## src/rtl/cmx_pkg.sv

```systemverilog
// Package with the matrix geometry, the action codes and the pin-to-pixel LED table.
package cmx_pkg;

  localparam int MATRIX_WIDTH  = 14;
  localparam int MATRIX_HEIGHT = 9;
  localparam int PIN_COUNT     = 12;
  localparam int PIXELS        = MATRIX_WIDTH * MATRIX_HEIGHT;
  localparam int PIX_W         = $clog2(PIXELS);
  localparam int ROW_W         = $clog2(PIN_COUNT);

  typedef logic [PIN_COUNT-1:0] pin_mask_t;
  typedef logic [PIX_W-1:0]     pix_idx_t;
  typedef logic [ROW_W-1:0]     row_t;

  typedef enum logic [1:0] {
    ACT_WRITE = 2'd0,
    ACT_READ  = 2'd1,
    ACT_SCAN  = 2'd2
  } action_e;

  // Column pins that carry an LED while the given row pin sinks current.
  localparam pin_mask_t LED_EN [0:PIN_COUNT-1] = '{
    12'hFF8, 12'hFF8, 12'hFF8, 12'hFF7, 12'hFEF, 12'hFDF,
    12'hFBF, 12'hF7F, 12'hEFF, 12'hDFF, 12'hBFF, 12'h7FF
  };

  // Pixel lit by each row pin and column pin pair, where LED_EN marks one.
  localparam pix_idx_t LED_PIX [0:PIN_COUNT-1][0:PIN_COUNT-1] = '{
    '{  0,   0,   0, 124, 110,  96,  82,  68,  54,  40,  26,  12},
    '{  0,   0,   0, 122, 108,  94,  80,  66,  52,  38,  24,  10},
    '{  0,   0,   0, 120, 106,  92,  78,  64,  50,  36,  22,   8},
    '{125, 123, 121,   0,  98,  84,  70,  56,  42,  28,  14,   0},
    '{111, 109, 107, 112,   0,  85,  71,  57,  43,  29,  15,   1},
    '{ 97,  95,  93, 113,  99,   0,  72,  58,  44,  30,  16,   2},
    '{ 83,  81,  79, 114, 100,  86,   0,  59,  45,  31,  17,   3},
    '{ 69,  67,  65, 115, 101,  87,  73,   0,  46,  32,  18,   4},
    '{ 55,  53,  51, 116, 102,  88,  74,  60,   0,  33,  19,   5},
    '{ 41,  39,  37, 117, 103,  89,  75,  61,  47,   0,  20,   6},
    '{ 27,  25,  23, 118, 104,  90,  76,  62,  48,  34,   0,   7},
    '{ 13,  11,   9, 119, 105,  91,  77,  63,  49,  35,  21,   0}
  };

endpackage

```

## src/rtl/charlieplex_matrix_scanner.sv

```systemverilog
// Top level of the charlieplexed LED matrix scanner with its framebuffer and pin drive logic.

// Each request is a pixel write, a pixel read or a scan tick; the block accepts one request
// per cycle and its response appears in the output register on the following cycle. The
// 14 by 9 framebuffer lives in flip-flops that reset clears at once, so the block is ready
// right after reset. A scan tick reads the row pin's pixels (nine or eleven) in parallel
// and updates the held pin masks, which then stay on drive_low_o and drive_high_o until the
// next tick. The only backpressure comes from a response that waits on a stalled output.
module charlieplex_matrix_scanner (
  input  logic                           clk_i,
  input  logic                           rst_ni,
  input  logic                           in_valid_i,
  output logic                           in_stall_o,
  input  logic [1:0]                     action_i,
  input  logic [3:0]                     x_i,
  input  logic [3:0]                     y_i,
  input  logic [7:0]                     pixel_value_i,
  output logic                           out_valid_o,
  input  logic                           out_stall_i,
  output logic                           status_o,
  output logic                           pixel_read_o,
  output logic [cmx_pkg::PIN_COUNT-1:0]  drive_low_o,
  output logic [cmx_pkg::PIN_COUNT-1:0]  drive_high_o,
  output logic [3:0]                     scan_row_o
);
  import cmx_pkg::*;

  logic [PIXELS-1:0] fb_q, fb_d;
  row_t              next_row_q, next_row_d;
  pin_mask_t         low_mask_q, low_mask_d;
  pin_mask_t         high_mask_q, high_mask_d;
  logic              out_valid_q, out_valid_d;
  logic              status_q, status_d;
  logic              pixel_read_q, pixel_read_d;
  row_t              scan_row_q, scan_row_d;
  logic              accept;
  logic              in_range;
  pix_idx_t          pix_idx;
  pin_mask_t         row_high;

  assign in_stall_o = out_valid_q && out_stall_i;
  assign accept     = in_valid_i && !in_stall_o;
  assign in_range   = (x_i < 4'(MATRIX_WIDTH)) && (y_i < 4'(MATRIX_HEIGHT));
  assign pix_idx    = PIX_W'(x_i) + PIX_W'(y_i) * PIX_W'(MATRIX_WIDTH);

  always_comb begin
    for (int c = 0; c < PIN_COUNT; c++) begin
      row_high[c] = LED_EN[next_row_q][c] && fb_q[LED_PIX[next_row_q][c]];
    end
  end

  always_comb begin
    fb_d         = fb_q;
    next_row_d   = next_row_q;
    low_mask_d   = low_mask_q;
    high_mask_d  = high_mask_q;
    out_valid_d  = out_valid_q && out_stall_i;
    status_d     = status_q;
    pixel_read_d = pixel_read_q;
    scan_row_d   = scan_row_q;
    if (accept) begin
      out_valid_d  = 1'b1;
      status_d     = 1'b0;
      pixel_read_d = 1'b0;
      scan_row_d   = '0;
      unique case (action_e'(action_i))
        ACT_WRITE: begin
          if (in_range) begin
            fb_d[pix_idx] = |pixel_value_i;
          end else begin
            status_d = 1'b1;
          end
        end
        ACT_READ: begin
          if (in_range) begin
            pixel_read_d = fb_q[pix_idx];
          end else begin
            status_d = 1'b1;
          end
        end
        ACT_SCAN: begin
          low_mask_d  = pin_mask_t'(1) << next_row_q;
          high_mask_d = row_high;
          scan_row_d  = next_row_q;
          next_row_d  = (next_row_q == row_t'(PIN_COUNT - 1)) ? '0 : next_row_q + 1'b1;
        end
        default: begin
        end
      endcase
    end
  end

  always_ff @(posedge clk_i or negedge rst_ni) begin
    if (!rst_ni) begin
      fb_q        <= '0;
      next_row_q  <= '0;
      low_mask_q  <= '0;
      high_mask_q <= '0;
      out_valid_q <= 1'b0;
    end else begin
      fb_q        <= fb_d;
      next_row_q  <= next_row_d;
      low_mask_q  <= low_mask_d;
      high_mask_q <= high_mask_d;
      out_valid_q <= out_valid_d;
    end
  end

  always_ff @(posedge clk_i) begin
    status_q     <= status_d;
    pixel_read_q <= pixel_read_d;
    scan_row_q   <= scan_row_d;
  end

  assign out_valid_o  = out_valid_q;
  assign status_o     = status_q;
  assign pixel_read_o = pixel_read_q;
  assign drive_low_o  = low_mask_q;
  assign drive_high_o = high_mask_q;
  assign scan_row_o   = 4'(scan_row_q);

  a_stall_needs_response: assert property (@(posedge clk_i) disable iff (!rst_ni)
    in_stall_o |-> out_valid_q)
    else $error("Input stalled without a pending response.");

  a_row_in_range: assert property (@(posedge clk_i) disable iff (!rst_ni)
    next_row_q <= row_t'(PIN_COUNT - 1))
    else $error("Row counter left its range.");

  a_pins_disjoint: assert property (@(posedge clk_i) disable iff (!rst_ni)
    (low_mask_q & high_mask_q) == '0)
    else $error("A pin is driven both high and low.");

  a_scan_onehot: assert property (@(posedge clk_i) disable iff (!rst_ni)
    accept && (action_i == ACT_SCAN) |=> $onehot(low_mask_q) && low_mask_q[scan_row_q])
    else $error("Scan tick did not select exactly its row pin.");

  a_bad_coord: assert property (@(posedge clk_i) disable iff (!rst_ni)
    accept && !in_range && ((action_i == ACT_WRITE) || (action_i == ACT_READ))
    |=> status_q && !pixel_read_q)
    else $error("Out-of-range coordinate not reported.");

endmodule
```

## config.mk

```make
export PLATFORM = sky130hd
export DESIGN_NAME = charlieplex_matrix_scanner
export DESIGN_NICKNAME = d
export VERILOG_FILES = /design/src/rtl/cmx_pkg.sv /design/src/rtl/charlieplex_matrix_scanner.sv
export SDC_FILE = /design/constraint.sdc
export NUM_CORES = 1
export LEC_CHECK = 0
export BUFFER_PORTS_ARGS = -buffer_cell sky130_fd_sc_hd__buf_2
export CORE_UTILIZATION = 56
export DETAILED_ROUTE_END_ITERATION = 6
export PLACE_DENSITY = 0.84
export SKIP_LAST_GASP = 1
export SYNTH_ARGS = -nofsm -noshare
export SYNTH_HDL_FRONTEND = slang
export SYNTH_SLANG_ARGS = --single-unit
```

## constraint.sdc

```tcl
create_clock -name clk_i -period 3.32 [get_ports clk_i]
set_input_delay 0.664 -clock clk_i [delete_from_list [all_inputs] [get_ports clk_i]]
set_output_delay 0.664 -clock clk_i [all_outputs]
set_load 0.005 [all_outputs]
```

==> impl_metrics.py <==
metrics = {
    "placement": {
        "gp_congestion": 1.01,
        "hpwl_mm": 33.0,
        "pre_cts_ws_ns": -0.516,
        "port_buffers": 53,
    },
    "routing": {
        "ant_nets": 0,
        "dr.pass1.iters": 7,
        "via_per_inst": 7.41,
        "drt-initial-drc-count": 2311,
        "drc": 3,
        "drt-wirelength-per-cell_microns": 26.1,
        "drt_wl_total_mm": 46.0,
        "num_vias": 13069,
    },
    "setup_path": {
        "required_ns": 3.52,
        "crit_path_end_kind": "flop",
        "rrSetupSlack_ns": 0.10,
        "r2r-start": "next_row_q[0]",
        "worstSetupStartpointType": "input port",
        "crit_arrival_ns": 3.44,
        "cp-startpoint": "y_i[1]",
        "path_class": "input port to flop",
        "crit_path_max_fanout": 12,
    },
    "logic_synthesis": {
        "syn_area_sq_um": 13500,
        "synthesis.nets": 1395,
        "synth.top_cell.area_share_pct": 28.7,
        "synth_area_leaders": "dfrtp_1, mux4_2, mux2i_1",
        "synth.largest_area_cell": "dfrtp_1",
        "ys_seq_area_share_pct": 30.1,
        "synth-edff-count": 6,
        "synth.most_common_cell": "dfrtp_1",
        "synth.distinct_cells": 87,
        "yosysWarnings": 0,
        "async_flop_share_pct": 96.3,
        "ys_ff_latch": 161,
        "syn_avg_cell_area_sq_um": 10.0,
        "synth-main-ff-cell": "dfrtp_1",
        "synth_common_cells": "dfrtp_1, nand2_1, mux2i_1",
        "synth_cells": 1345,
    },
    "finish": {
        "antenna_cells": 0,
        "final_nets": 1481,
        "finish.utilization_pct": 66.3,
        "fillers": 1805,
        "areaGrowthSynthToFinish_pct": 15.6,
        "drive_gt1_share_pct": 27.8,
    },
    "floorplanning": {
        "die_area_sq_um": 24700,
        "boundaryPins": 54,
        "fp.dieH_microns": 157,
        "start_util_pct": 57.3,
        "die_w_microns": 157,
        "core_sq_um": 23500,
        "num_rows": 56,
    },
    "power": {
        "power_density_nw_per_um2": 821,
        "irDropWorstVdd_mv": 0.583,
        "p_leak_nw": 6.51,
    },
    "sta": {
        "tightest_slew_ns": 0.872,
        "min_period_over_period_pct": 97.8,
        "min_period_ns": 3.25,
        "finalWorstSetupSlack_ns": 0.0737,
        "setup_violations": 0,
        "finClkSkew_ns": 0.00830,
        "max_freq_mhz": 308,
        "hold_viol": 0,
        "relSlewSlack_pct": 41.5,
        "maxSlewViolCount": 0,
        "setup_tns_ns": 0,
        "rsz0062_at_grt": "yes",
    },
    "clock_tree": {
        "cts_buffers": 17,
        "clk_root_buffer_cell": "clkbuf_16",
        "tritoncts": "built",
        "clk_pin_slew_ns": 0.07,
        "cts.sinks": 161,
        "clk_latency_ns": 0.44,
        "htreeDepth": 4,
        "clk_path_buf_depth": 2,
    },
    "flow_run": {
        "max_cap_viol_count": 0,
    },
    "run_status": {
        "status": "finished with violations",
        "violations": "DRC",
    },
    "grt": {
        "grt_usage_pct": 38.5,
        "grt_pass1_wl_mm": 71.2,
        "antenna_found_initial": 0,
        "grt_pass1_vias": 12249,
        "grt_max_degree": 69,
        "gr-total-overflow": 0,
    },
    "hold_path": {
        "worstHoldPathType": "input port to async pin",
    },
}
[registers in the layout, summed over array words and instances (netlist names)]
name / flops
drive_low_o: 12
next_row_q: 4
drive_high_o: 12
pixel_read_o: 1
fb_q: 126
status_o: 1
scan_row_o: 4
out_valid_o: 1
[kinds of logic (layout without fill, tap and decap cells)]
| kind of cell | after synthesis | after routing | share of synthesized area [%] |
|---|---|---|---|
| flops | 161 | 161 | 30.1 |
| simple gates | 319 | 319 | 11.3 |
| mux | 247 | 247 | 29.0 |
| buf+inv | 137 | 236 | 5.10 |
| compound gates | 443 | 443 | 21.0 |
| fa+ha+maj | 28 | 28 | 2.87 |
| xor+xnor | 10 | 10 | 0.649 |
[per-stage QoR]
| step | area [sq um] | total power, W | hold WS [ns] | instances |
|---|---|---|---|---|
| after floorplan | 13600 | 0.00784 | 0.368 | 1345 |
| after global placement | 14900 | 0.0102 | 0.446 | 1726 |
| after detailed placement | 14900 | 0.0103 | 0.457 | 1726 |
| after CTS | 15500 | 0.0124 | 0.222 | 1759 |
| after global routing | 15600 | 0.0133 | 0.249 | 1763 |
| final | 15600 | 0.0128 | 0.201 | 1763 |
[per-layer routing]
| metal | GRT usage [%] | share of wire [%] | vias to the layer above |
|---|---|---|---|
| li1 | - | - | 5433 |
| met1 | 51.0 | 36 | 6264 |
| met2 | 58.4 | 45 | 1111 |
| met3 | 10.1 | 13 | 261 |
| met4 | 18.9 | 5.5 | 0 |
| met5 | 0 | 0 | - |
[timing repair]
action | in CTS | in global routing
pin swaps | 1 | 2
resized for setup | 0 | 7
hold buffers | 0 | 0
setup endpoints to repair | 1 | 75
cloned | 0 | 0
setup buffers | 1 | 4
[path summary, 6_finish.rpt]
kind                                   end  cells past startpoint
min in group clk_i             out_valid_o                      2
min reg2reg                drive_low_o[11]                      2
max                           pixel_read_o                     13
min                        drive_low_o[11]                      1
max in group asynchronous         fb_q[36]                      2
max reg2reg                drive_high_o[5]                     10
[power by group]
group	switching (W)	internal, W	total, W
Clock	0.000984	0.00109	0.00207
Sequential	0.000401	0.00221	0.00261
Combinational	0.00483	0.00329	0.00812
Total	0.00622	0.00659	0.0128
[worst max-delay path, stage by stage]
cell      delay, ns
buf_2          0.09
inv_2          0.04
fa_1           0.55
inv_2          0.05
ha_4           0.21
ha_4           0.29
xor2_4         0.16
buf_12         0.14
buf_12         0.15
mux4_2         0.51
mux2i_1        0.25
o221ai_1       0.16
and3_1         0.16
[layout make-up]
type	instances	area, sq um	share of cell area [%]
clock buffers	17	425	2.73
repair buffers	182	1570	10.1
clock inverters	15	188	1.20
multi-input cells	1047	8870	56.9
well taps	319	399	2.56
flip-flops and latches	161	4060	26.0
inverters	22	86.3	0.554
[cells in the final DEF, fill, tap and decap left out, drive strengths merged, types with 6 or more instances in the layout]
master	n
mux4	112
o21ai	114
ha	23
mux2i	119
a211oi	14
buf	182
nor2	54
clkbuf	17
inv	30
nand4	10
nor3	21
or2	7
nand2b	8
dfrtp	155
a221oi	6
o31ai	69
nand2	143
a21oi	102
a31oi	69
o211ai	7
mux2	16
a311oi	7
edfxtp	6
nor2b	17
nand3	32
Power figures use the tool's default switching activity.
